### src/sv/miq_pkg.sv
package miq_pkg;

    localparam int BLOCK_SIZE_DEF = 64;

    localparam int COEF_IN_W  = 12;
    localparam int WEIGHT_W   = 8;
    localparam int SCALE_W    = 7;
    localparam int COEF_OUT_W = 16;

    // s_tdata: coef_in, weight, quant_scale, zero fill to 32 bits
    localparam int S_TDATA_W  = 32;
    localparam int M_TDATA_W  = 16;

    // (2|q|+1) operand, scale product, weight product
    localparam int OPND_W     = COEF_IN_W + 1;
    localparam int PROD1_W    = OPND_W + SCALE_W;
    localparam int PROD2_W    = PROD1_W + WEIGHT_W;
    localparam int SHIFT_W    = PROD2_W - 4;
    localparam int MAG_W      = COEF_OUT_W - 1;

    // one command per datapath step
    typedef struct packed {
        logic load;
        logic mul_scale;
        logic mul_weight;
        logic commit;
    } miq_cmd_t;

endpackage

### src/sv/miq_ctrl.sv
module miq_ctrl (
    input  logic              aclk,
    input  logic              aresetn,
    input  logic              s_tvalid,
    output logic              s_tready,
    output logic              m_tvalid,
    input  logic              m_tready,
    output miq_pkg::miq_cmd_t cmd
);
    import miq_pkg::*;

    typedef enum logic [3:0] {
        ST_IDLE = 4'b0001,
        ST_MUL  = 4'b0010,
        ST_WGT  = 4'b0100,
        ST_FIN  = 4'b1000
    } state_t;

    state_t state_reg, state_next;
    logic   m_tvalid_reg, m_tvalid_next;
    logic   s_accept;
    logic   out_free;

    assign s_tready = (state_reg == ST_IDLE);
    assign s_accept = s_tvalid && s_tready;
    // output register can take a new result when empty or draining
    assign out_free = !m_tvalid_reg || m_tready;
    assign m_tvalid = m_tvalid_reg;

    always_comb begin
        state_next = state_reg;
        cmd        = '0;
        unique case (state_reg)
            ST_IDLE: begin
                cmd.load = s_accept;
                if (s_accept) begin
                    state_next = ST_MUL;
                end
            end
            ST_MUL: begin
                cmd.mul_scale = 1'b1;
                state_next    = ST_WGT;
            end
            ST_WGT: begin
                cmd.mul_weight = 1'b1;
                state_next     = ST_FIN;
            end
            ST_FIN: begin
                cmd.commit = out_free;
                if (out_free) begin
                    state_next = ST_IDLE;
                end
            end
            default: begin
                state_next = ST_IDLE;
            end
        endcase
    end

    always_comb begin
        if (cmd.commit) begin
            m_tvalid_next = 1'b1;
        end else if (m_tready) begin
            m_tvalid_next = 1'b0;
        end else begin
            m_tvalid_next = m_tvalid_reg;
        end
    end

    always_ff @(posedge aclk) begin
        if (!aresetn) begin
            state_reg    <= ST_IDLE;
            m_tvalid_reg <= 1'b0;
        end else begin
            state_reg    <= state_next;
            m_tvalid_reg <= m_tvalid_next;
        end
    end

    a_accept_starts: assert property (@(posedge aclk) disable iff (!aresetn)
        s_accept |=> state_reg == ST_MUL)
        else $error("accepted item did not start the multiply");

    a_commit_valid: assert property (@(posedge aclk) disable iff (!aresetn)
        cmd.commit |=> m_tvalid_reg)
        else $error("committed result not presented");

    a_stall_holds: assert property (@(posedge aclk) disable iff (!aresetn)
        (state_reg == ST_FIN && m_tvalid_reg && !m_tready) |=> state_reg == ST_FIN)
        else $error("result overwritten while output stalled");

endmodule

### src/sv/miq_dp.sv
module miq_dp #(
    parameter int BLOCK_SIZE = miq_pkg::BLOCK_SIZE_DEF
) (
    input  logic                                 aclk,
    input  logic                                 aresetn,
    input  miq_pkg::miq_cmd_t                    cmd,
    input  logic signed [miq_pkg::COEF_IN_W-1:0] coef_in,
    input  logic [miq_pkg::WEIGHT_W-1:0]         weight,
    input  logic [miq_pkg::SCALE_W-1:0]          quant_scale,
    input  logic                                 is_intra,
    output logic signed [miq_pkg::COEF_OUT_W-1:0] coef_out,
    output logic                                 last_of_block
);
    import miq_pkg::*;

    localparam int POS_W = (BLOCK_SIZE > 1) ? $clog2(BLOCK_SIZE) : 1;

    logic signed [COEF_IN_W-1:0]  q_reg;
    logic [WEIGHT_W-1:0]          weight_reg;
    logic [SCALE_W-1:0]           scale_reg;
    logic                         intra_reg;
    logic [PROD1_W-1:0]           p1_reg;
    logic [PROD2_W-1:0]           p2_reg;
    logic [POS_W-1:0]             pos_reg, pos_next;
    logic                         parity_reg, parity_next;
    logic signed [COEF_OUT_W-1:0] out_data_reg;
    logic                         out_last_reg;

    logic                  neg;
    logic [COEF_IN_W-1:0]  mag;
    logic [OPND_W-1:0]     opnd;
    logic [SHIFT_W-1:0]    shifted;
    logic [MAG_W-1:0]      sat_mag;
    logic [COEF_OUT_W-1:0] mag16;
    logic [COEF_OUT_W-1:0] res;
    logic                  is_dc;
    logic                  last;
    logic                  par_acc;

    assign neg  = q_reg[COEF_IN_W-1];
    // -(-2048) wraps to 12'h800, the right unsigned magnitude
    assign mag  = neg ? COEF_IN_W'(-q_reg) : COEF_IN_W'(q_reg);
    assign opnd = intra_reg ? {1'b0, mag} : {mag, 1'b1};

    assign shifted = intra_reg ? p2_reg[PROD2_W-1:4] : {1'b0, p2_reg[PROD2_W-1:5]};
    assign sat_mag = (|shifted[SHIFT_W-1:MAG_W]) ? {MAG_W{1'b1}} : shifted[MAG_W-1:0];
    // non-intra zero input must stay zero (operand 1 alone would not)
    assign mag16   = (!intra_reg && q_reg == '0) ? '0 : {1'b0, sat_mag};

    assign is_dc = intra_reg && (pos_reg == '0);
    assign last  = (pos_reg == POS_W'(BLOCK_SIZE - 1));

    always_comb begin
        if (is_dc) begin
            res = {{(COEF_OUT_W-COEF_IN_W){q_reg[COEF_IN_W-1]}}, q_reg};
        end else if (neg) begin
            res = COEF_OUT_W'(-mag16);
        end else begin
            res = mag16;
        end
        par_acc = parity_reg ^ res[0];
        if (last) begin
            pos_next    = '0;
            parity_next = 1'b1;
        end else begin
            pos_next    = pos_reg + POS_W'(1);
            parity_next = par_acc;
        end
    end

    always_ff @(posedge aclk) begin
        if (!aresetn) begin
            pos_reg    <= '0;
            parity_reg <= 1'b1;
        end else if (cmd.commit) begin
            pos_reg    <= pos_next;
            parity_reg <= parity_next;
        end
    end

    always_ff @(posedge aclk) begin
        if (cmd.load) begin
            q_reg      <= coef_in;
            weight_reg <= weight;
            scale_reg  <= quant_scale;
            intra_reg  <= is_intra;
        end
        if (cmd.mul_scale) begin
            p1_reg <= PROD1_W'(opnd) * PROD1_W'(scale_reg);
        end
        if (cmd.mul_weight) begin
            p2_reg <= PROD2_W'(p1_reg) * PROD2_W'(weight_reg);
        end
        if (cmd.commit) begin
            // mismatch control flips the LSB of the last coefficient when par_acc is set
            out_data_reg <= last ? (res ^ {{(COEF_OUT_W-1){1'b0}}, par_acc}) : res;
            out_last_reg <= last;
        end
    end

    assign coef_out      = out_data_reg;
    assign last_of_block = out_last_reg;

    a_block_wrap: assert property (@(posedge aclk) disable iff (!aresetn)
        (cmd.commit && last) |=> (pos_reg == '0 && parity_reg))
        else $error("block end did not reset position and parity");

    a_pos_step: assert property (@(posedge aclk) disable iff (!aresetn)
        (cmd.commit && !last) |=> pos_reg == $past(pos_reg) + POS_W'(1))
        else $error("position did not advance");

    a_last_flag: assert property (@(posedge aclk) disable iff (!aresetn)
        cmd.commit |=> out_last_reg == $past(last))
        else $error("last flag mismatch");

endmodule

### src/sv/mpeg2_inverse_quant.sv
// MPEG-2 inverse quantizer with mismatch control, one coefficient per item.
// Input accept loads the operands, then the scale multiply, weight multiply and
// saturate/parity commit states follow in order, the commit registering m_tvalid;
// a new item is accepted only after the commit, and output stalls hold the commit.
// The next item is accepted while a result waits in the output register.
// Reset (aresetn low, synchronous): controller idle, position 0, parity 1.
module mpeg2_inverse_quant #(
    parameter int BLOCK_SIZE = miq_pkg::BLOCK_SIZE_DEF
) (
    input  logic                            aclk,
    input  logic                            aresetn,
    input  logic                            s_tvalid,
    output logic                            s_tready,
    input  logic [miq_pkg::S_TDATA_W-1:0]   s_tdata,  // coef_in[11:0], weight[19:12], quant_scale[26:20]
    input  logic                            s_tuser,  // is_intra
    output logic                            m_tvalid,
    input  logic                            m_tready,
    output logic [miq_pkg::M_TDATA_W-1:0]   m_tdata,  // coef_out[15:0]
    output logic                            m_tlast
);
    import miq_pkg::*;

    miq_cmd_t                     cmd;
    logic signed [COEF_OUT_W-1:0] coef_out;

    miq_ctrl u_ctrl (
        .aclk     (aclk),
        .aresetn  (aresetn),
        .s_tvalid (s_tvalid),
        .s_tready (s_tready),
        .m_tvalid (m_tvalid),
        .m_tready (m_tready),
        .cmd      (cmd)
    );

    miq_dp #(
        .BLOCK_SIZE (BLOCK_SIZE)
    ) u_dp (
        .aclk          (aclk),
        .aresetn       (aresetn),
        .cmd           (cmd),
        .coef_in       ($signed(s_tdata[COEF_IN_W-1:0])),
        .weight        (s_tdata[COEF_IN_W+WEIGHT_W-1:COEF_IN_W]),
        .quant_scale   (s_tdata[COEF_IN_W+WEIGHT_W+SCALE_W-1:COEF_IN_W+WEIGHT_W]),
        .is_intra      (s_tuser),
        .coef_out      (coef_out),
        .last_of_block (m_tlast)
    );

    assign m_tdata = M_TDATA_W'(coef_out);

endmodule

### config.mk
export PLATFORM = sky130hd
export DESIGN_NAME = mpeg2_inverse_quant
export DESIGN_NICKNAME = d
export VERILOG_FILES = /design/src/sv/miq_pkg.sv /design/src/sv/miq_ctrl.sv /design/src/sv/miq_dp.sv /design/src/sv/mpeg2_inverse_quant.sv
export SDC_FILE = /design/constraint.sdc
export NUM_CORES = 1
export LEC_CHECK = 0
export BUFFER_PORTS_ARGS = -buffer_cell sky130_fd_sc_hd__buf_2
export CAP_MARGIN = 20
export CORE_UTILIZATION = 69
export CTS_CLUSTER_SIZE = 30
export DETAILED_ROUTE_END_ITERATION = 16
export GPL_ROUTABILITY_DRIVEN = 0
export PLACE_DENSITY = 0.88
export SYNTH_ARGS = -nofsm -noshare
export SYNTH_HDL_FRONTEND = slang
export SYNTH_SLANG_ARGS = --single-unit
### constraint.sdc
create_clock -name aclk -period 15.9 [get_ports aclk]
set_clock_uncertainty 0.05 [all_clocks]
set_input_delay 0 -clock aclk [delete_from_list [all_inputs] [get_ports aclk]]
set_output_delay 0 -clock aclk [all_outputs]
set_load 0.03 [all_outputs]
* Word-level counts from Yosys, hierarchy flattened
Index checks and enable logic that the tools add are counted.
** Word-level totals
- Input port bits :: 37
- Register bits after elaboration :: 105
- Word-level logic and storage cells :: 56
- Output and inout bits :: 19
** Operators by class
- Bitwise operators :: 2
- Reduce and logical (&&, ||, !) cells :: 11
- Equality and inequality tests :: 7
- Multiplexer cells :: 19
- Multipliers :: 2
- Add/subtract/negate cells :: 3
** Operators with widths (count)
- 16-bit 2-to-1 mux :: 3
- 15-bit 2-to-1 mux :: 2
- 20-bit by 8-bit multiplier with 28-bit output :: 1
- 24-bit 2-to-1 mux :: 1
- 13-bit by 7-bit multiplier with 20-bit output :: 1
- 16-bit negator :: 1
- 4-bit case mux with 4 select lines :: 1
- 16-bit by 1-bit XOR with 16-bit output :: 1
- 13-bit 2-to-1 mux :: 1
- 12-bit zero test :: 1
- 12-bit 2-to-1 mux :: 1
- 12-bit negator :: 1
- 9-bit OR reduction :: 1
- 4-bit 2-to-1 mux :: 2
- 1-bit 2-to-1 mux :: 7
- 6-bit by 1-bit adder with 6-bit output (second input constant) :: 1
- 6-bit equality test (second input constant) :: 1
- 6-bit zero test :: 1
- 6-bit 2-to-1 mux :: 1
- 4-bit by 1-bit equality test with 1-bit output (second input constant) :: 1
- 4-bit by 2-bit equality test with 1-bit output (second input constant) :: 1
- 4-bit by 3-bit equality test with 1-bit output (second input constant) :: 1
- 4-bit equality test (second input constant) :: 1
- 1-bit logical AND :: 3
- 7 further kinds :: 8

* Longest topological paths before layout
Gate-level depths: netlist of run 1.
- Depth after elaboration :: 10
- Gate-level depth with buffers :: 22
- Mapped depth without buffers :: 22

* Cells and area by module
From an unflattened synthesis of run 1, not the netlist that was laid out.
** Second synthesis, totals
- Cell total of the unflattened synthesis :: 1352
- Area total of the unflattened synthesis :: 12667.1 sq um
** By module, submodules not included
- miq_dp :: instances 1, cells each 1323, seq. area each 2812.7 sq um, area each 12403.1 sq um
- miq_ctrl :: instances 1, cells each 29, seq. area each 100.1 sq um, area each 264.0 sq um

* Least setup slack after synthesis of run 1
Ideal clock, no wire load.
- Path kind :: register -> register
- Start :: register u_dp.q_reg[0]
- End :: register u_dp.p1_reg[19] (data pin)
- Setup time :: 0.272 ns
- Cell stages (with the launch flop) :: 22
- Path slack :: 9.921 ns
- Clock period less this slack :: 5.979 ns
- Required time :: 15.578 ns
- Arrival time :: 5.657 ns
- Cells stage by stage :: edfxtp_1 inv_1 ha_1 or4b_4 or3_4 a32o_1 a32oi_1 nand2_1 and2_1 fa_1 fa_1 fa_1 inv_1 fa_1 inv_1 ha_1 nand2_1 o21ai_0 o21ai_0 a22oi_1 a21o_1 a311oi_1
** On the way
- Word-level cells in the longest chain between the ends :: 4
** Ends and longest elaborated chain
- from (decl) :: line miq_dp.sv:18 : logic signed [COEF_IN_W-1:0] q_reg;
- from (signal assigned) :: line miq_dp.sv:83 : q_reg <= coef_in;
- 12-bit negator :: line miq_dp.sv:42 : assign mag = neg ? COEF_IN_W'(-q_reg) : COEF_IN_W'(q_reg);
- 12-bit 2-to-1 mux * :: line miq_dp.sv:42
- 13-bit 2-to-1 mux * :: line miq_dp.sv:43 : assign opnd = intra_reg ? {1'b0, mag} : {mag, 1'b1};
- 13-bit by 7-bit multiplier with 20-bit output * :: line miq_dp.sv:89 : p1_reg <= PROD1_W'(opnd) * PROD1_W'(scale_reg);
- to (signal assigned) :: line miq_dp.sv:89
- to (decl) :: line miq_dp.sv:22 : logic [PROD1_W-1:0] p1_reg;
Mark *: on every way between the ends. The rest lies on a longest branch, timed or not.
A chain may end at the register's enable or synchronous reset.

* Worst setup path in the final report of run 1
Ends and elaborated chain as after synthesis.

==> results of run 1 <==
-- cells in the final DEF, fill, tap and decap left out, types with 4 or more instances in the layout --
| master | count |
|---|---|
| sky130_fd_sc_hd__xnor2_1 | 25 |
| sky130_fd_sc_hd__o21ai_1 | 6 |
| sky130_fd_sc_hd__fa_1 | 162 |
| sky130_fd_sc_hd__a311oi_1 | 4 |
| sky130_fd_sc_hd__nand2_1 | 162 |
| sky130_fd_sc_hd__a211o_1 | 4 |
| sky130_fd_sc_hd__buf_4 | 4 |
| sky130_fd_sc_hd__nand3_1 | 19 |
| sky130_fd_sc_hd__nand3b_1 | 4 |
| sky130_fd_sc_hd__dlygate4sd3_1 | 33 |
| sky130_fd_sc_hd__nor3_1 | 23 |
| sky130_fd_sc_hd__inv_1 | 162 |
| sky130_fd_sc_hd__clkinv_8 | 4 |
| sky130_fd_sc_hd__xor2_1 | 26 |
| sky130_fd_sc_hd__a31oi_1 | 6 |
| sky130_fd_sc_hd__a21oi_1 | 67 |
| sky130_fd_sc_hd__o31ai_1 | 8 |
| sky130_fd_sc_hd__and2_1 | 153 |
| sky130_fd_sc_hd__o21bai_1 | 4 |
| sky130_fd_sc_hd__and3_1 | 9 |
| sky130_fd_sc_hd__a21o_1 | 20 |
| sky130_fd_sc_hd__dfxtp_1 | 12 |
| sky130_fd_sc_hd__o211ai_1 | 4 |
| sky130_fd_sc_hd__o21a_1 | 7 |
| sky130_fd_sc_hd__or3_1 | 6 |
| sky130_fd_sc_hd__mux2_2 | 6 |
| sky130_fd_sc_hd__mux2i_1 | 6 |
| sky130_fd_sc_hd__a211oi_1 | 12 |
| sky130_fd_sc_hd__nor2_1 | 38 |
| sky130_fd_sc_hd__nor2b_1 | 20 |
| sky130_fd_sc_hd__o21ai_0 | 26 |
| sky130_fd_sc_hd__clkbuf_16 | 9 |
| sky130_fd_sc_hd__ha_1 | 87 |
| sky130_fd_sc_hd__nand2b_1 | 13 |
| sky130_fd_sc_hd__edfxtp_1 | 89 |
| sky130_fd_sc_hd__nand4_1 | 6 |
| sky130_fd_sc_hd__buf_2 | 50 |
-- how the worst max path moves through the flow --
stage | slack (ns) | to | cells after the start | startpoint
final | 9.09 | u_dp.p1_reg[19] | 21 | u_dp.q_reg[0]
after global routing | 8.69 | u_dp.p1_reg[19] | 21 | u_dp.q_reg[0]
after CTS | 9.16 | u_dp.p1_reg[19] | 21 | u_dp.q_reg[0]
after detailed placement | 9.20 | u_dp.p1_reg[19] | 21 | u_dp.q_reg[0]
after global placement | 9.34 | u_dp.p1_reg[19] | 21 | u_dp.q_reg[1]
after floorplan | 9.92 | u_dp.p1_reg[19] | 21 | u_dp.q_reg[0]
-- area by class of cell --
class,instances,area share (%)
Clock inverter,7,0.670
Timing Repair Buffer,87,4.48
Multi-Input combinational cell,1002,65.2
Inverter,164,4.52
Tap cell,229,2.10
Clock buffer,9,1.65
Sequential cell,101,21.4
-- report_power, final --
part / switching, W / internal [W]
logic: 0.00137 / 0.000972
registers: 0.0000437 / 0.000425
clock network: 0.000120 / 0.000113
total: 0.00153 / 0.00151
-- worst reg2reg max path, delay by kind of cell, from the launching register on --
| family | cells | cell delay [ns] |
|---|---|---|
| DFF | 1 | 0.48 |
| adders and majority gates | 6 | 2.61 |
| xor gates and xnor gates | 1 | 0.15 |
| AOI/OAI and AO/OA | 7 | 1.67 |
| muxes | 1 | 0.54 |
| and+or+nand+nor | 3 | 0.91 |
| buffers and inverters | 3 | 0.22 |
-- routing by layer --
layer	share of wire, %	track usage (%)	routed length (µm)
met2	50	56.6	14300
met4	3.7	15.8	1060
met5	0	0	0
met3	6.5	4.19	1840
met1	40	41.3	11300
-- through the flow --
stage               hold WS [ns]  power (W)  setup WS (ns)  cells  instance area (µm²)
floorplan                 0.0489    0.00226           9.92   1319                12700
global placement           0.126    0.00267           9.34   1550                13000
detailed placement         0.128    0.00275           9.20   1550                13000
CTS                        0.272    0.00302           9.16   1599                13600
global route               0.284    0.00335           8.69   1599                13600
finish                     0.274    0.00304           9.09   1599                13600
-- cell families after synthesis --
kind of cell | count (synthesis) | share of synthesized area, %
xor+xnor | 51 | 3.53
buf+inv | 216 | 6.92
compound gates | 205 | 10.8
simple gates | 485 | 20.5
mux | 12 | 1.01
fa+ha+maj | 249 | 34.2
flops | 101 | 23.0
-- timing repair --
action | CTS | global route
setup buffers | 0 | 0
resized for setup | 0 | 0
endpoints found under the hold margin | 39 | 0
hold buffers | 33 | 0
==> reports/summary.log, run 1 <==
INFO  setup_path     critPathCaptureType=flip-flop
INFO  status         run_status=finished, final reports clean
INFO  synthesis      post_synth_instance_area=12700µm²
INFO  timing         final.period_utilization=42.8%
INFO  synthesis      yosys_warnings=0
INFO  timing         fin_tns_setup=0ns
INFO  timing         least_margin_pin_slew=1.02ns
INFO  placed_design  dp_hpwl=21100µm
INFO  die            height_of_the_die=138µm
INFO  synthesis      post_synth_most_frequent_cells=162 x sky130_fd_sc_hd__fa_1, 162 x sky130_fd_sc_hd__inv_1, 162 x sky130_fd_sc_hd__nand2_1, 153 x sky130_fd_sc_hd__and2_1, 89 x sky130_fd_sc_hd__edfxtp_1
INFO  cts            cts_max_level=3
INFO  cts            cts.root.buffer_cell=sky130_fd_sc_hd__clkbuf_16
INFO  setup_path     timing_worst_setup_path_type=reg2reg
INFO  cts            tritoncts.num_buffers=9
INFO  timing         max_freq=147MHz
INFO  layout         register_area=2910µm²
INFO  setup_path     cp_num_buf_inv=3
INFO  cts            clk_pin_slew=0.08ns
INFO  hold_path      whs_path_depth=2
INFO  die            die_x=138µm
INFO  synthesis      synthesis.area_per_instance=9.61µm²
INFO  cts            cts_num_sinks=101
INFO  synthesis      syn_inst=1319
INFO  timing         final_count_of_hold_timing_violations=0
INFO  layout         combined_area_of_the_multi_input_logic_cells=8890µm²
INFO  placed_design  io_buffers=50
INFO  setup_path     critical-path-max-stage-delay=0.54ns
INFO  setup_path     worst-path-max-fanout=7
INFO  detailed_routing vias_per_cell=6.18
INFO  layout         largest_register_ff_count=24
INFO  detailed_routing drt_pre_antenna_iters=5
INFO  synthesis      yosysSeqAreaShare=23.0%
INFO  hold_path      whs_endpoint=u_dp.weight_reg[0]
INFO  global_routing grt_max_degree=53
INFO  layout         flow.area_growth_from_synthesis=7.60%
INFO  synthesis      postSynthNetCount=1605
INFO  setup_path     regToRegEndpoint=u_dp.p1_reg[19]
INFO  flow_run       maxCapViolations=0
INFO  setup_path     worstPathRequired=16.04ns
INFO  synthesis      synth_top_cells_by_area=sky130_fd_sc_hd__fa_1 26%, sky130_fd_sc_hd__edfxtp_1 21%, sky130_fd_sc_hd__ha_1 8.6%
INFO  pwr            ir_worst_vdd=0.215mV
INFO  setup_path     timing.reg2reg.setup_slack=9.09ns
INFO  cts            cts.path.max_buffers=2
INFO  layout         nNetsFinal=1651
INFO  synthesis      yosys_register_bits=101
INFO  cts            worstSkewPairLatency=0.37ns
INFO  timing         fin_crit=6.81ns
INFO  timing         grt_setup_unrepaired=false
INFO  detailed_routing final_antenna_net_count=0
INFO  layout         final_layout_size_suffix_gt1_share=7.52%
INFO  die            ios=56
INFO  detailed_routing initialDrtViolationCount=848
INFO  timing         number_of_endpoints_failing_setup_at_the_final_stage=0
INFO  detailed_routing wire_per_inst=17.8µm
INFO  synthesis      synth_enable_flop_cells=89
INFO  pwr            cellPowerDensity=223nW/µm²
INFO  timing         report.final.slew_viol_count=0
INFO  layout         filler_cell_count=1211
INFO  die            std_cell_rows=49
INFO  setup_path     critPathTopFamily=adder cells
INFO  setup_path     worstReg2RegStart=u_dp.q_reg[0]
INFO  synthesis      synth-async-reset-ratio=0%
INFO  setup_path     r2r.worst_path.cells=21
INFO  global_routing gr-usage-all-layers=33.0%
INFO  setup_path     cp_cell_sequence=inv_1 > ha_1 > nor4b_1 > nand2b_1 > o31ai_1 > xor2_1 > mux2i_1 > and2_1 > fa_1 > fa_1 > fa_1 > inv_1 > fa_1 > inv_1 > ha_1 > a21oi_1 > o21ai_0 > o21ai_0 > a22oi_1 > a211oi_1 > a311oi_1
INFO  synthesis      ys_dominant_reg_cell=sky130_fd_sc_hd__edfxtp_1
INFO  die            die_area=18900µm²
INFO  detailed_routing routed_wl=28500µm
INFO  cts            tritoncts_clock_tree=built
INFO  pwr            p_leak=6.08nW
INFO  layout         antenna-diode-count=0
INFO  synthesis      synth_area_leader_cell=sky130_fd_sc_hd__fa_1
INFO  detailed_routing via_count=9885
INFO  setup_path     crit_arrival=6.95ns
INFO  timing         timing.max_slew.rel_slack=32.0%
INFO  global_routing antenna_found_initial=0
INFO  setup_path     crit_top_cell=sky130_fd_sc_hd__fa_1
INFO  synthesis      synth_cell_type_count=82
INFO  hold_path      min_from=s_tdata[12]
INFO  global_routing global_route_wire_length_before_repair=48200µm
INFO  die            fp.coreArea=18000µm²
INFO  synthesis      area_fraction_of_the_dominant_cell_type_after_synthesis=25.6%
INFO  setup_path     cp_slowest_cell=sky130_fd_sc_hd__mux2i_1
INFO  layout         final_standard_cell_utilization_of_the_core=75.9%
INFO  setup_path     crit_path_start_kind=flip-flop
INFO  global_routing globalRouteOverflowTotal=0
INFO  die            initial_core_util=70.5%
INFO  global_routing first_global_vias=10200
INFO  detailed_routing detail_route.drc_violations=0
INFO  hold_path      min_path_type=in2reg
Note: power is estimated with default switching activity, not from simulation.
==> run 2: changes to the inputs <==
--- a/config.mk
+++ b/config.mk
@@ -7,11 +7,11 @@
 export LEC_CHECK = 0
 export BUFFER_PORTS_ARGS = -buffer_cell sky130_fd_sc_hd__buf_2
 export CAP_MARGIN = 20
-export CORE_UTILIZATION = 69
+export CORE_UTILIZATION = 64
 export CTS_CLUSTER_SIZE = 30
 export DETAILED_ROUTE_END_ITERATION = 16
 export GPL_ROUTABILITY_DRIVEN = 0
-export PLACE_DENSITY = 0.88
+export PLACE_DENSITY = 0.82
 export SYNTH_ARGS = -nofsm -noshare
 export SYNTH_HDL_FRONTEND = slang
 export SYNTH_SLANG_ARGS = --single-unit
==> constraint.sdc (replaced) <==
create_clock -name aclk -period 6.4 [get_ports aclk]
set_clock_uncertainty 0.05 [all_clocks]
set_input_delay 0 -clock aclk [delete_from_list [all_inputs] [get_ports aclk]]
set_output_delay 0 -clock aclk [all_outputs]
set_load 0.03 [all_outputs]
==> reports/summary.log, run 2 (same netlist as run 1, synthesis figures left out) <==
INFO  cts            cts.root.buffer_cell=sky130_fd_sc_hd__clkbuf_16
INFO  pwr            clock_power_share=7.7% [about the same]
INFO  pwr            pwr-share-seq=15.3% [about the same]
INFO  timing         timing.hold.ws=0.285ns [+0.0106 ns]
INFO  setup_path     critical-path-max-stage-delay=0.55ns [about the same]
INFO  timing         grt_setup_unrepaired=true
INFO  setup_path     crit_path_start_kind=flip-flop
INFO  detailed_routing metal2_wl=14200µm [-0.82%]
INFO  pwr            ir_worst_vdd=0.517mV [+140%]
INFO  placed_design  post-place-cells=1599 [+3.2%]
INFO  pwr            cellPowerDensity=549nW/µm² [+150%]
INFO  timing         timing.max_slew.rel_slack=46.1% [+14 points]
INFO  pwr            p_comb_share=77.1% [about the same]
INFO  setup_path     cp_slowest_cell=sky130_fd_sc_hd__fa_1
INFO  global_routing gr-usage-all-layers=29.6% [-3.4 points]
INFO  detailed_routing vias_per_cell=5.98 [-3.2%]
INFO  timing         final.period_utilization=97.8% [+55 points]
INFO  hold_path      min_from=s_tdata[17]
INFO  flow_run       maxCapViolations=0 [unchanged]
INFO  placed_design  dp_hpwl=21400µm [+1.6%]
INFO  timing         fin_ws=0.139ns [-8.95 ns]
INFO  detailed_routing initialDrtViolationCount=815 [-3.9%]
INFO  global_routing first_global_vias=10000 [-1.4%]
INFO  setup_path     cp_cell_sequence=inv_1 > ha_2 > or4b_4 > or3_4 > a32o_1 > a32oi_1 > nand2_1 > and2_1 > fa_1 > fa_1 > fa_1 > inv_1 > fa_1 > inv_1 > ha_1 > nand2_1 > o21ai_2 > o21ai_1 > a22oi_2 > a211oi_1 > a311oi_1
INFO  detailed_routing drt_pre_antenna_iters=7 [+2]
INFO  global_routing grt_max_degree=35 [-34%]
INFO  detailed_routing detail_route.drc_violations=0 [unchanged]
INFO  layout         nNetsFinal=1665 [+0.85%]
INFO  cts            cts_num_sinks=101 [unchanged]
INFO  detailed_routing top_layer_used=met4
INFO  pwr            p_leak=6.15nW [+1.2%]
INFO  pwr            net-switching-power=0.00379W [+150%]
INFO  setup_path     r2r.worst_path.cells=21 [unchanged]
INFO  die            die_x=143µm [+3.8%]
INFO  layout         filler_cell_count=1473 [+22%]
INFO  die            ios=56 [unchanged]
INFO  setup_path     worstPathRequired=6.54ns [-9.50 ns]
INFO  cts            cts.path.max_buffers=2 [unchanged]
INFO  timing         max_freq=160MHz [+8.7%]
INFO  layout         finalInstanceArea=13800µm² [+1.3%]
INFO  detailed_routing wire_per_inst=17.1µm [-4.1%]
INFO  die            std_cell_rows=51 [+4.1%]
INFO  die            height_of_the_die=143µm [+3.8%]
INFO  timing         final_count_of_hold_timing_violations=0 [unchanged]
INFO  placed_design  io_buffers=50 [unchanged]
INFO  setup_path     timing_worst_setup_path_type=reg2reg
INFO  timing         least_margin_pin_slew=0.800ns [-0.220 ns]
INFO  detailed_routing routed_wl=28200µm [-1.1%]
INFO  global_routing global_route_wire_length_before_repair=47200µm [-2.0%]
INFO  layout         layout.cells.most_common_list=162 x sky130_fd_sc_hd__inv_1, 162 x sky130_fd_sc_hd__nand2_1, 162 x sky130_fd_sc_hd__fa_1
INFO  placed_design  place_worst_setup_slack=-0.0233ns [-9.23 ns]
INFO  layout         flow.area_growth_from_synthesis=9.03%
INFO  timing         number_of_endpoints_failing_setup_at_the_final_stage=0 [unchanged]
INFO  global_routing globalRouteOverflowTotal=0 [unchanged]
INFO  setup_path     crit_arrival=6.40ns [-0.55 ns]
INFO  detailed_routing via_count=9868 [-0.17%]
INFO  placed_design  detailed_place.area=13100µm² [+1.1%]
INFO  detailed_routing final_antenna_net_count=0 [unchanged]
INFO  detailed_routing met3_length=1690µm [-8.0%]
INFO  pwr            switching_share=50.0% [-0.36 points]
INFO  timing         fin_crit=6.26ns [-0.546 ns]
INFO  timing         report.final.slew_viol_count=0 [unchanged]
INFO  layout         largest_register_ff_count=24 [unchanged]
INFO  die            fp.coreArea=19500µm² [+8.3%]
INFO  layout         final_cell_count_no_fill=1649 [+3.1%]
INFO  cts            tritoncts_clock_tree=built
INFO  cts            clk_pin_slew=0.08ns [about the same]
INFO  layout         antenna-diode-count=0 [unchanged]
INFO  die            initial_core_util=65.1% [-5.4 points]
INFO  pwr            intPower=0.00379W [+150%]
INFO  cts            worstSkewPairLatency=0.37ns [about the same]
INFO  pwr            p_total=0.00758W [+150%]
INFO  setup_path     crit_top_cell=sky130_fd_sc_hd__fa_1
INFO  hold_path      whs_path_depth=2 [unchanged]
INFO  layout         final_layout_size_suffix_gt1_share=8.96% [+1.4 points]
INFO  cts            tritoncts.num_buffers=9 [unchanged]
INFO  die            die_area=20400µm² [+7.7%]
INFO  setup_path     worstReg2RegStart=u_dp.q_reg[1]
INFO  hold_path      whs_endpoint=u_dp.weight_reg[5]
INFO  hold_path      min_path_type=in2reg
INFO  status         run_status=finished, final reports clean
INFO  detailed_routing detail_route.wirelength.met1=11300µm [about the same]
INFO  setup_path     worst-path-max-fanout=5 [-2]
INFO  global_routing antenna_found_initial=0 [unchanged]
INFO  setup_path     critPathCaptureType=flip-flop
INFO  setup_path     timing.reg2reg.setup_slack=0.14ns [-8.95 ns]
INFO  setup_path     regToRegEndpoint=u_dp.p1_reg[19]
INFO  cts            cts_max_level=3 [unchanged]
==> run 2: changes by cell type in the layout (fill, tap and decap cells not counted), sizes merged <==
cell    delta
buf       +14
clkinv     -1
inv        +1
==> run 2: per-layer routing <==
layer,vias to the layer above,track usage (%)
met1,4888,36.9
met3,73,3.82
met5,-,0
met4,0,13.4
met2,395,51.4
li1,4512,-
==> run 2: how the worst max path moves through the flow <==
stage,start,depth (start not counted),slack [ns],endpoint
5_1_grt,u_dp.q_reg[1],21,-0.10,u_dp.p1_reg[19]
3_3_place_gp,u_dp.q_reg[1],21,0.17,u_dp.p1_reg[19]
6_report,u_dp.q_reg[1],21,0.14,u_dp.p1_reg[19]
2_1_floorplan,u_dp.q_reg[0],21,0.42,u_dp.p1_reg[19]
3_5_place_dp,u_dp.q_reg[1],21,-0.02,u_dp.p1_reg[19]
4_1_cts,u_dp.q_reg[1],21,0.07,u_dp.p1_reg[19]
==> run 2: area by class of cell <==
cell class	count	area, µm²	share of cell area (%)
well taps	265	332	2.40
inverters	164	616	4.46
repair buffers	101	716	5.18
flip-flops and latches	101	2910	21.1
clock buffers	9	225	1.63
multi-input cells	1002	8920	64.6
clock inverters	7	88.8	0.643
==> run 2: critical path, delay by kind of cell, from the launching register on <==
kind	cells	cell delay, ns
buf+inv	3	0.23
simple gates	5	1.38
flops	1	0.46
compound gates	7	1.34
fa+ha+maj	6	2.61
==> run 2: stage by stage <==
stage | util, % | TNS (ns)
after global routing | 71.0 | -0.167
after CTS | 70.8 | 0
after global placement | 67.5 | 0
final | 71.0 | 0
after detailed placement | 67.5 | -0.0233
after floorplan | - | 0
==> run 2: timing repair <==
action / in CTS / in global routing
gates cloned: 0 / 0
endpoints found under the setup margin: 1 / 6
hold buffers: 33 / 0
hold endpoints to repair: 39 / 0
resized for setup: 1 / 8
setup buffers: 0 / 1
==> run 2: power by group through the flow <==
stage / registers, W / logic, W / clock network (W)
floorplan: 0.00110 / 0.00451 / 0
global placement: 0.00117 / 0.00552 / 0
detailed placement: 0.00117 / 0.00567 / 0
CTS: 0.00115 / 0.00575 / 0.000585
global route: 0.00116 / 0.00661 / 0.000605
finish: 0.00116 / 0.00584 / 0.000580
==> run 3: changes to the inputs <==
--- a/config.mk
+++ b/config.mk
@@ -5,13 +5,13 @@
 export SDC_FILE = /design/constraint.sdc
 export NUM_CORES = 1
 export LEC_CHECK = 0
-export BUFFER_PORTS_ARGS = -buffer_cell sky130_fd_sc_hd__buf_2
 export CAP_MARGIN = 20
-export CORE_UTILIZATION = 64
+export CORE_UTILIZATION = 67
 export CTS_CLUSTER_SIZE = 30
 export DETAILED_ROUTE_END_ITERATION = 16
+export DONT_BUFFER_PORTS = 1
 export GPL_ROUTABILITY_DRIVEN = 0
-export PLACE_DENSITY = 0.82
+export PLACE_DENSITY = 0.83
 export SYNTH_ARGS = -nofsm -noshare
 export SYNTH_HDL_FRONTEND = slang
 export SYNTH_SLANG_ARGS = --single-unit
==> reports/summary.log, run 3 (same netlist as run 1, synthesis figures left out) <==
INFO  status         run_status=finished, final reports clean
INFO  setup_path     timing_worst_setup_path_type=reg2reg
INFO  detailed_routing initialDrtViolationCount=756 [-7.2%]
INFO  setup_path     crit_arrival=6.24ns [-0.16 ns]
INFO  layout         nNetsFinal=1620 [-2.7%]
INFO  setup_path     worstReg2RegStart=u_dp.q_reg[1]
INFO  cts            cts.root.buffer_cell=sky130_fd_sc_hd__clkbuf_16
INFO  layout         filler_cell_count=1256 [-15%]
INFO  detailed_routing routed_wl=28300µm [+0.18%]
INFO  timing         max_freq=162MHz [+1.3%]
INFO  die            ios=56 [unchanged]
INFO  timing         fin_crit=6.18ns [-0.0780 ns]
INFO  cts            cts_num_sinks=101 [unchanged]
INFO  cts            cts.path.max_buffers=2 [unchanged]
INFO  layout         antenna-diode-count=0 [unchanged]
INFO  global_routing global_route_wire_length_before_repair=48100µm [+2.0%]
INFO  timing         final_count_of_hold_timing_violations=0 [unchanged]
INFO  hold_path      whs_path_depth=2 [unchanged]
INFO  layout         combined_area_of_the_multi_input_logic_cells=9000µm² [+0.86%]
INFO  timing         timing.max_slew.rel_slack=39.7% [-6.5 points]
INFO  hold_path      min_path_type=in2reg
INFO  detailed_routing via_count=9652 [-2.2%]
INFO  layout         register_area=2910µm² [unchanged]
INFO  cts            tritoncts.num_buffers=9 [unchanged]
INFO  timing         report.final.slew_viol_count=0 [unchanged]
INFO  hold_path      min_from=s_tvalid
INFO  die            die_x=140µm [-2.2%]
INFO  die            die_area=19500µm² [-4.4%]
INFO  cts            clk_pin_slew=0.08ns [about the same]
INFO  layout         finalInstanceArea=13600µm² [-1.3%]
INFO  die            initial_core_util=69.4% [+4.2 points]
INFO  detailed_routing final_antenna_net_count=0 [unchanged]
INFO  setup_path     timing.reg2reg.setup_slack=0.22ns [+0.08 ns]
INFO  global_routing antenna_found_initial=0 [unchanged]
INFO  placed_design  io_buffers=0 [-100%]
INFO  detailed_routing drt_pre_antenna_iters=6 [-1]
INFO  global_routing grt_max_degree=35 [unchanged]
INFO  layout         final_layout_size_suffix_gt1_share=6.87% [-2.1 points]
INFO  die            std_cell_rows=49 [-3.9%]
INFO  timing         final.period_utilization=96.6% [-1.2 points]
INFO  layout         layout.cells.most_common_list=162 x sky130_fd_sc_hd__fa_1, 161 x sky130_fd_sc_hd__inv_1, 160 x sky130_fd_sc_hd__nand2_1
INFO  detailed_routing vias_per_cell=6.16 [+2.9%]
INFO  pwr            ir_worst_vdd=0.505mV [-2.3%]
INFO  cts            tritoncts_clock_tree=built
INFO  die            fp.coreArea=18300µm² [-6.1%]
INFO  setup_path     worst-path-max-fanout=5 [unchanged]
INFO  setup_path     r2r.worst_path.cells=21 [unchanged]
INFO  layout         flow.area_growth_from_synthesis=7.55%
INFO  pwr            p_total=0.00779W [+2.8%]
INFO  global_routing gr-usage-all-layers=31.2% [+1.6 points]
INFO  hold_path      whs_endpoint=u_dp.q_reg[11]
INFO  flow_run       maxCapViolations=0 [unchanged]
INFO  die            height_of_the_die=140µm [-2.2%]
INFO  setup_path     regToRegEndpoint=u_dp.p1_reg[19]
INFO  setup_path     crit_path_start_kind=flip-flop
INFO  layout         largest_register_ff_count=24 [unchanged]
INFO  layout         layout.cells.most_common=sky130_fd_sc_hd__fa_1
INFO  setup_path     critPathCaptureType=flip-flop
INFO  setup_path     worstPathRequired=6.45ns [-0.09 ns]
INFO  global_routing first_global_vias=10000 [-0.30%]
INFO  detailed_routing wire_per_inst=18.0µm [+5.4%]
INFO  detailed_routing detail_route.drc_violations=0 [unchanged]
INFO  timing         number_of_endpoints_failing_setup_at_the_final_stage=0 [unchanged]
INFO  timing         least_margin_pin_slew=0.903ns [+0.103 ns]
INFO  pwr            cellPowerDensity=572nW/µm² [+4.2%]
INFO  cts            worstSkewPairLatency=0.36ns [about the same]
INFO  timing         fin_tns_setup=0ns [unchanged]
INFO  pwr            p_leak=5.98nW [-2.7%]
INFO  placed_design  detailed_place.area=12900µm² [-2.1%]
INFO  cts            cts_max_level=3 [unchanged]
INFO  global_routing globalRouteOverflowTotal=0 [unchanged]
INFO  placed_design  dp_hpwl=21100µm [-1.4%]
==> run 3: cell types whose count changed in the layout (fill, tap and decap cells not counted), moves of 2 or more <==
cell | before | now
sky130_fd_sc_hd__buf_2 | 50 | 0
sky130_fd_sc_hd__buf_4 | 18 | 24
sky130_fd_sc_hd__ha_1 | 86 | 84
sky130_fd_sc_hd__ha_4 | 0 | 2
sky130_fd_sc_hd__nand2_1 | 162 | 160
sky130_fd_sc_hd__nand2_2 | 0 | 2
sky130_fd_sc_hd__o21ai_1 | 7 | 5
==> run 3: worst max-delay path by stage <==
stage	slack, ns	from	cells after the start	to
floorplan	0.42	u_dp.q_reg[0]	21	u_dp.p1_reg[19]
global placement	0.17	u_dp.q_reg[1]	21	u_dp.p1_reg[19]
detailed placement	-0.08	u_dp.q_reg[1]	21	u_dp.p1_reg[19]
CTS	0.05	u_dp.q_reg[1]	21	u_dp.p1_reg[19]
global route	-0.02	u_dp.q_reg[1]	21	u_dp.p1_reg[19]
finish	0.22	u_dp.q_reg[1]	21	u_dp.p1_reg[19]
==> run 3: critical path, stage by stage (launching register included) <==
cell	delay (ns)
sky130_fd_sc_hd__edfxtp_1	0.45
sky130_fd_sc_hd__inv_2	0.10
sky130_fd_sc_hd__ha_2	0.22
sky130_fd_sc_hd__or4b_4	0.49
sky130_fd_sc_hd__or3_4	0.40
sky130_fd_sc_hd__a32o_1	0.27
sky130_fd_sc_hd__a32oi_1	0.19
sky130_fd_sc_hd__nand2_2	0.13
sky130_fd_sc_hd__and2_1	0.19
sky130_fd_sc_hd__fa_1	0.49
sky130_fd_sc_hd__fa_1	0.51
sky130_fd_sc_hd__fa_1	0.54
sky130_fd_sc_hd__inv_1	0.05
sky130_fd_sc_hd__fa_1	0.53
sky130_fd_sc_hd__inv_1	0.07
sky130_fd_sc_hd__ha_4	0.29
sky130_fd_sc_hd__nand2_2	0.09
sky130_fd_sc_hd__o21ai_4	0.21
sky130_fd_sc_hd__o21ai_2	0.10
sky130_fd_sc_hd__a22oi_2	0.26
sky130_fd_sc_hd__a21o_1	0.17
sky130_fd_sc_hd__a311oi_1	0.09
==> run 3: area by class of cell <==
cell class                 count  share of cell area [%]
inverter                     164                    4.52
multi-input combinational   1002                    66.0
clock buffer                   9                    1.65
tap                          229                    2.10
timing repair buffer          56                    3.67
sequential                   101                    21.4
clock inverter                 7                   0.633
==> run 3: metal layers <==
metal | wire length (µm) | track usage [%] | vias to the layer above
li1 | - | - | 4419
met5 | 0 | 0 | -
met4 | 1070 | 13.3 | 0
met1 | 11500 | 39.2 | 4793
met2 | 14200 | 54.0 | 366
met3 | 1550 | 4.51 | 74
==> run 3: power by group <==
part	internal, W	total [W]	switching, W
Combinational	0.00254	0.00605	0.00351
Sequential	0.00105	0.00116	0.000102
Clock	0.000283	0.000579	0.000296
Total	0.00388	0.00779	0.00391
==> run 3: repair_timing <==
action	4_1_cts	5_1_grt
setup endpoints to repair	2	8
buffers inserted	0	5
hold buffers	32	0
resized for setup	2	20
pin swaps	0	7
hold endpoints to repair	40	0
==> run 3: per-stage QoR <==
step                instances  hold slack [ns]  utilization [%]  setup WS (ns)
floorplan                1319           0.0489                -          0.421
CTS                      1563            0.189             73.9         0.0491
detailed placement       1515           0.0266             70.4        -0.0802
global route             1568            0.198             74.6        -0.0191
finish                   1568            0.196             74.6          0.217
global placement         1515           0.0250             70.4          0.172
